===== src/gsmv_pkg.sv =====
// ----------------------------------------------------------------------------
// gsmv_pkg: shared definitions for the group scaled int8 matvec block
// Register codes, field widths, defaults and controller/datapath link types.
// ----------------------------------------------------------------------------
package gsmv_pkg;

    // Defaults for the top level parameters.
    localparam int MAX_GROUP_SIZE_DEF      = 256;
    localparam int SCALE_FRACTION_BITS_DEF = 28;

    // Configuration register widths and port widths.
    localparam int GS_CFG_W   = 9;
    localparam int GPR_CFG_W  = 13;
    localparam int RC_CFG_W   = 17;
    localparam int CFG_DATA_W = 17;
    localparam int CFG_IDX_W  = 2;

    // Configuration register indexes.
    localparam logic [CFG_IDX_W-1:0] REG_GROUP_SIZE     = 2'd0;
    localparam logic [CFG_IDX_W-1:0] REG_GROUPS_PER_ROW = 2'd1;
    localparam logic [CFG_IDX_W-1:0] REG_ROW_COUNT      = 2'd2;

    // Reset values of the configuration registers.
    localparam logic [GS_CFG_W-1:0]  GS_RESET  = 9'd32;
    localparam logic [GPR_CFG_W-1:0] GPR_RESET = 13'd8;
    localparam logic [RC_CFG_W-1:0]  RC_RESET  = 17'd288;

    // Upper limits of the effective row geometry.
    localparam logic [GPR_CFG_W-1:0] GPR_MAX = 13'd4096;
    localparam logic [RC_CFG_W-1:0]  RC_MAX  = 17'd65536;

    // Payload widths.
    localparam int ELEM_W  = 8;
    localparam int SCALE_W = 32;
    localparam int ROW_W   = 48;

    // Cycles the scale pipeline needs from the group end to a valid term.
    localparam int SCALE_CYCLES = 5;

    // Commands from the controller to the datapath.
    typedef struct packed {
        logic accept;    // an item is taken this cycle
        logic grp_end;   // the taken item closes a group
        logic commit;    // fold the finished term into the row sum
        logic row_end;   // the committed term closes a row
        logic last;      // the closed row is the last row of the matrix
    } gsmv_cmd_t;

    // Status from the datapath to the controller.
    typedef struct packed {
        logic out_free;  // the output register can take a row this cycle
    } gsmv_stat_t;

endpackage


===== src/gsmv_ctrl.sv =====
// ----------------------------------------------------------------------------
// gsmv_ctrl: controller of the group scaled int8 matvec block
// Holds the configuration, the element, group and row counters and the
// state machine that sequences accumulation, scaling and row commit.
// ----------------------------------------------------------------------------
module gsmv_ctrl #(
    parameter int MAX_GROUP_SIZE = gsmv_pkg::MAX_GROUP_SIZE_DEF
) (
    input  logic                           aclk,
    input  logic                           aresetn,
    input  logic                           s_valid,
    output logic                           s_ready,
    input  logic                           cfg_we,
    input  logic [gsmv_pkg::CFG_IDX_W-1:0]  cfg_index,
    input  logic [gsmv_pkg::CFG_DATA_W-1:0] cfg_data,
    input  gsmv_pkg::gsmv_stat_t           stat,
    output gsmv_pkg::gsmv_cmd_t            cmd
);
    import gsmv_pkg::*;

    localparam int IDX_W = (MAX_GROUP_SIZE > 1) ? $clog2(MAX_GROUP_SIZE) : 1;
    localparam int GS_W  = (IDX_W + 1 > GS_CFG_W) ? IDX_W + 1 : GS_CFG_W;
    localparam logic [GS_W-1:0] GS_MAX = GS_W'(MAX_GROUP_SIZE);

    localparam logic [1:0] ST_ACC    = 2'd0;
    localparam logic [1:0] ST_SCALE  = 2'd1;
    localparam logic [1:0] ST_COMMIT = 2'd2;

    logic [GS_CFG_W-1:0]  gs_cfg_reg;
    logic [GPR_CFG_W-1:0] gpr_cfg_reg;
    logic [RC_CFG_W-1:0]  rc_cfg_reg;

    logic [1:0]           state_reg, state_next;
    logic [2:0]           cnt_reg, cnt_next;
    logic [IDX_W-1:0]     elem_reg, elem_next;
    logic [GPR_CFG_W-2:0] grp_reg, grp_next;
    logic [RC_CFG_W-2:0]  row_reg, row_next;
    logic                 row_end_reg, row_end_next;
    logic                 last_reg, last_next;

    logic [GS_W-1:0]      gs_eff;
    logic [GPR_CFG_W-1:0] gpr_eff;
    logic [RC_CFG_W-1:0]  rc_eff;
    logic                 accept, grp_end, row_end, last, commit;

    // Zero acts as one; values above the limits are held at the limits.
    always_comb begin
        if (gs_cfg_reg == '0) begin
            gs_eff = GS_W'(1);
        end else if (GS_W'(gs_cfg_reg) > GS_MAX) begin
            gs_eff = GS_MAX;
        end else begin
            gs_eff = GS_W'(gs_cfg_reg);
        end
        if (gpr_cfg_reg == '0) begin
            gpr_eff = GPR_CFG_W'(1);
        end else if (gpr_cfg_reg > GPR_MAX) begin
            gpr_eff = GPR_MAX;
        end else begin
            gpr_eff = gpr_cfg_reg;
        end
        if (rc_cfg_reg == '0) begin
            rc_eff = RC_CFG_W'(1);
        end else if (rc_cfg_reg > RC_MAX) begin
            rc_eff = RC_MAX;
        end else begin
            rc_eff = rc_cfg_reg;
        end
    end

    assign s_ready = (state_reg == ST_ACC);
    assign accept  = s_valid && s_ready;
    assign grp_end = (GS_W'(elem_reg) + GS_W'(1)) >= gs_eff;
    assign row_end = ({1'b0, grp_reg} + GPR_CFG_W'(1)) >= gpr_eff;
    assign last    = ({1'b0, row_reg} + RC_CFG_W'(1)) >= rc_eff;
    assign commit  = (state_reg == ST_COMMIT) && (!row_end_reg || stat.out_free);

    always_comb begin
        state_next   = state_reg;
        cnt_next     = cnt_reg;
        elem_next    = elem_reg;
        grp_next     = grp_reg;
        row_next     = row_reg;
        row_end_next = row_end_reg;
        last_next    = last_reg;
        case (state_reg)
            ST_ACC: begin
                if (accept) begin
                    if (grp_end) begin
                        elem_next    = '0;
                        row_end_next = row_end;
                        last_next    = last;
                        state_next   = ST_SCALE;
                        cnt_next     = '0;
                        if (row_end) begin
                            grp_next = '0;
                            row_next = last ? '0 : row_reg + 1'b1;
                        end else begin
                            grp_next = grp_reg + 1'b1;
                        end
                    end else begin
                        elem_next = elem_reg + 1'b1;
                    end
                end
            end
            ST_SCALE: begin
                if (cnt_reg == 3'(SCALE_CYCLES - 1)) begin
                    state_next = ST_COMMIT;
                end else begin
                    cnt_next = cnt_reg + 1'b1;
                end
            end
            ST_COMMIT: begin
                if (commit) begin
                    state_next = ST_ACC;
                end
            end
            default: begin
                state_next = ST_ACC;
            end
        endcase
    end

    always_ff @(posedge aclk) begin
        if (!aresetn) begin
            gs_cfg_reg  <= GS_RESET;
            gpr_cfg_reg <= GPR_RESET;
            rc_cfg_reg  <= RC_RESET;
        end else if (cfg_we) begin
            case (cfg_index)
                REG_GROUP_SIZE:     gs_cfg_reg  <= cfg_data[GS_CFG_W-1:0];
                REG_GROUPS_PER_ROW: gpr_cfg_reg <= cfg_data[GPR_CFG_W-1:0];
                REG_ROW_COUNT:      rc_cfg_reg  <= cfg_data[RC_CFG_W-1:0];
                default: begin
                end
            endcase
        end
    end

    always_ff @(posedge aclk) begin
        if (!aresetn) begin
            state_reg   <= ST_ACC;
            cnt_reg     <= '0;
            elem_reg    <= '0;
            grp_reg     <= '0;
            row_reg     <= '0;
            row_end_reg <= 1'b0;
            last_reg    <= 1'b0;
        end else begin
            state_reg   <= state_next;
            cnt_reg     <= cnt_next;
            elem_reg    <= elem_next;
            grp_reg     <= grp_next;
            row_reg     <= row_next;
            row_end_reg <= row_end_next;
            last_reg    <= last_next;
        end
    end

    assign cmd.accept  = accept;
    assign cmd.grp_end = grp_end;
    assign cmd.commit  = commit;
    assign cmd.row_end = row_end_reg;
    assign cmd.last    = last_reg;

endmodule


===== config.mk =====
export PLATFORM = sky130hd
export DESIGN_NAME = gsmv_ctrl
export DESIGN_NICKNAME = d
export VERILOG_FILES = /design/src/gsmv_pkg.sv /design/src/gsmv_ctrl.sv
export SDC_FILE = /design/constraint.sdc
export NUM_CORES = 1
export LEC_CHECK = 0
export BUFFER_PORTS_ARGS = -buffer_cell sky130_fd_sc_hd__buf_2
export CAP_MARGIN = 5
export CORE_MARGIN = 4
export CORE_UTILIZATION = 60
export CTS_CLUSTER_SIZE = 40
export DETAILED_ROUTE_END_ITERATION = 10
export PLACE_DENSITY = 0.83
export SLEW_MARGIN = 10
export SYNTH_ARGS = -nofsm -noshare
export SYNTH_HDL_FRONTEND = slang
export SYNTH_SLANG_ARGS = --single-unit

===== constraint.sdc =====
create_clock -name aclk -period 3.2 [get_ports aclk]
set_clock_uncertainty 0.05 [all_clocks]
set_input_delay 0.48 -clock aclk [delete_from_list [all_inputs] [get_ports aclk]]
set_output_delay 0.48 -clock aclk [all_outputs]
set_load 0.05 [all_outputs]

==> metrics.yaml <==
status: "complete, no violations"
cts_hold_buf: 0
synthesis.nets: 705
clkSlewWorstSetupHoldPaths_ns: 0.08
dp_hpwl_um: 8900
dr.first_iter.drc_count: 362
period_minus_slack_ns: 3.129
synth_edf_count: 0
swShare: 0.2667
cp.arrival_ns: 3.36
p_switching_w: 0.0005845
clkPwrFrac: 0.381
p_int_w: 0.001607
worstSetupEndpoint: "grp_reg[0]$_SDFFE_PN0P_"
postSynthCellCount: 637
yosysWarnings: 0
grt_pass1_vias: 4637
highest_layer: "met4"
max_slew_margin: 0.5603
netlist_area_sq_um: 5126
hold_depth: 3
largest_reg_flops: 17
drc_errors: 0
startpoint_type: "flop"
final_max_slew_viol_count: 0
timing.critical_path.from: "grp_reg[2]$_SDFFE_PN0P_"
cts.sinks: 82
path_max_fanout: 9
ff2ff_path_depth: 10
finalNetCount: 733
async_reset_ff_frac: 0
core_area_sq_um: 8258
r2r_slack_ns: 0.07
reg2reg_from: "grp_reg[2]$_SDFFE_PN0P_"
power_leakage_nw: 2.215
root_buffer: "clkbuf_8"
maxCapViolCount: 0
routed-wl-met3_um: 983
synth_seq_cells: 82
max_freq_ghz: 0.3196
drt-total-wl_um: 13370
drtAntennaViolNets: 0
worst_pin_slew_ns: 0.6576
fin_area_sq_um: 5838
insertion_delay_ns: 0.36
combPwrFrac: 0.134
clock_path_buffers: 2
io_buffers: 29
wire_per_inst_um: 17.25
die_x_um: 100.4
num-fill-cells: 616
r2r-end: "grp_reg[0]$_SDFFE_PN0P_"
cts-htree-levels: 3
ir_worst_vdd_uv: 336.5
grtUsageTotal: 0.2634
drive_above_1_share: 0.2119
fin_crit_sh: 0.9777
hold_viol: 0
ys_seq_area_frac: 0.3202
power_density_nw_per_um2: 375.4
grt_max_degree: 41
wl_met2_um: 6386
io_pins: 30
criticalPathCategory: "reg -> reg"
rows: 33
start_util: 0.6208
syn_area_per_cell_sq_um: 8.047
total_power_w: 0.002192
overflow: 0
cts_tree: "yes"
drt-met1-wl_um: 5606
power_frac_seq: 0.486
setup_violations: 0
die_area_sq_um: 10090
n_antenna_cell: 0
vias_per_cell: 6.294
grt_pass1_wl_um: 21630
vias: 4878
hold_class: "in -> reg"
synthFlopType: "dfxtp_1"
gp_congestion: 0.8687
required_ns: 3.43
antenna_found_initial: 0
syn2layout_area_growth_pct: 13.89
dr.pass1.iters: 5
postPlaceCellArea_sq_um: 5298
die-height_um: 100.4
synth.distinct_cells: 58
cts_buffers: 9
end_kind: "flop"
cell usage after synthesis, types with 2 or more instances:
cell / number / area (sq um)
nor3b_1: 4 / 30.03
o211ai_1: 10 / 75.07
nand4_1: 18 / 112.6
nand3_1: 29 / 145.1
xnor2_1: 25 / 219.0
nor2_1: 31 / 116.4
ha_1: 44 / 550.5
o22ai_1: 8 / 50.05
nand4b_1: 2 / 17.52
nor4_1: 8 / 50.05
buf_2: 8 / 40.04
clkbuf_1: 15 / 56.30
nand2b_1: 5 / 31.28
inv_1: 15 / 56.30
a21oi_1: 64 / 320.3
a31oi_1: 3 / 18.77
a211oi_1: 3 / 22.52
nor3_1: 4 / 20.02
a21o_1: 3 / 22.52
a32o_1: 2 / 20.02
o211ai_2: 10 / 125.1
buf_4: 9 / 67.56
o21a_1: 2 / 15.01
nand2_1: 133 / 499.2
or3_1: 20 / 125.1
nand3b_1: 4 / 30.03
or2_2: 4 / 25.02
and4_1: 4 / 35.03
xor2_1: 6 / 52.55
mux2i_1: 8 / 80.08
and2_1: 2 / 12.51
o21ai_0: 14 / 70.07
o22a_1: 2 / 17.52
and3_1: 6 / 37.54
and3b_1: 2 / 17.52
dfxtp_1: 82 / 1642
o21ai_1: 2 / 10.01
buf_6: 3 / 33.78
nor2_2: 3 / 18.77
o211ai_4: 2 / 42.54
through the flow:
step	setup TNS (ns)	instances	hold WS [ns]	setup slack, ns	utilization
6_report	0	775	0.2988	0.07132	0.7070
2_1_floorplan	0	637	0.3858	0.3320	-
4_1_cts	-0.01367	767	0.2935	-0.01367	0.6770
5_1_grt	-0.4512	775	0.3110	-0.08108	0.7070
3_5_place_dp	0	748	0.4134	0.007276	0.6415
3_3_place_gp	0	748	0.4096	0.1244	0.6415
power by group through the flow:
stage	Combinational [W]	Clock [W]	Sequential, W
final	0.000293	0.000835	0.00106
after global routing	0.000319	0.000892	0.00107
after CTS	0.000263	0.000840	0.00106
after detailed placement	0.000253	0	0.00109
after global placement	0.000242	0	0.00109
after floorplan	0.000196	0	0.00108
cell families after synthesis:
logic type / after synthesis / share of synthesized area
simple gates: 285 / 0.2685
compound gates: 134 / 0.1818
flops: 82 / 0.3202
buf+inv: 52 / 0.05125
fa+ha+maj: 44 / 0.1074
xor+xnor: 31 / 0.05297
mux: 9 / 0.01782
metal layers:
layer	GRT usage	vias up
met2	0.4261	224
met4	0.1098	0
li1	-	2319
met1	0.3437	2295
met3	0.05073	40
met5	0	-
layout by cell type, fill, tap and decap left out, types with 3 or more instances in the layout:
cell        n
nand2_1   132
dfxtp_1    68
a21oi_1    63
ha_1       41
buf_2      28
nor2_1     27
xnor2_1    21
buf_4      21
nand3_1    20
or3_1      20
nand4_1    18
inv_1      14
o21ai_0    14
dfxtp_2    11
nand3_2    10
o211ai_1   10
o211ai_2   10
clkbuf_8   10
nor4_1      8
o22ai_1     8
mux2i_1     8
xor2_1      6
and3_1      5
nor2_2      5
nand2b_1    5
xnor2_2     4
nor3b_1     4
nand3b_1    4
nor3_1      3
or2_2       3
a31oi_1     3
a21o_1      3
o211a_4     3
dfxtp_4     3
worst max-delay path, stage by stage, from the launching register on:
cell,delay [ns]
dfxtp_1,0.45
nand3_1,0.21
or3_1,0.47
xnor2_1,0.27
ha_1,0.29
nand4_1,0.20
nor2_2,0.09
a211oi_4,0.37
o211ai_4,0.17
or3_1,0.35
a21oi_1,0.14
cell type report:
class,instances,area (sq um),area share
Clock inverter,5,77.57,0.01329
Timing Repair Buffer,51,320.3,0.05486
Inverter,16,60.06,0.01029
Clock buffer,11,141.4,0.02422
Multi-Input combinational cell,505,3441,0.5894
Sequential cell,82,1667,0.2855
Tap cell,105,131.4,0.02250
timing repair:
item,CTS,global route
hold endpoints to repair,0,0
gates resized for setup,12,48
endpoints found under the setup margin,12,31
pin swaps,5,10
setup buffers,2,7
gates cloned,1,1
worst min path at each step:
stage / from / slack [ns] / end
5_1_grt: cfg_data[13] / 0.31 / rc_cfg_reg[13]$_SDFFE_PN0P_
6_report: cfg_data[13] / 0.30 / rc_cfg_reg[13]$_SDFFE_PN0P_
3_5_place_dp: rc_cfg_reg[3]$_SDFFE_PN0P_ / 0.41 / rc_cfg_reg[3]$_SDFFE_PN0P_
3_3_place_gp: rc_cfg_reg[11]$_SDFFE_PN0P_ / 0.41 / rc_cfg_reg[11]$_SDFFE_PN0P_
2_1_floorplan: gpr_cfg_reg[0]$_SDFFE_PN0P_ / 0.39 / gpr_cfg_reg[0]$_SDFFE_PN0P_
4_1_cts: cfg_data[13] / 0.29 / rc_cfg_reg[13]$_SDFFE_PN0P_
Power figures use the tool's default switching activity.
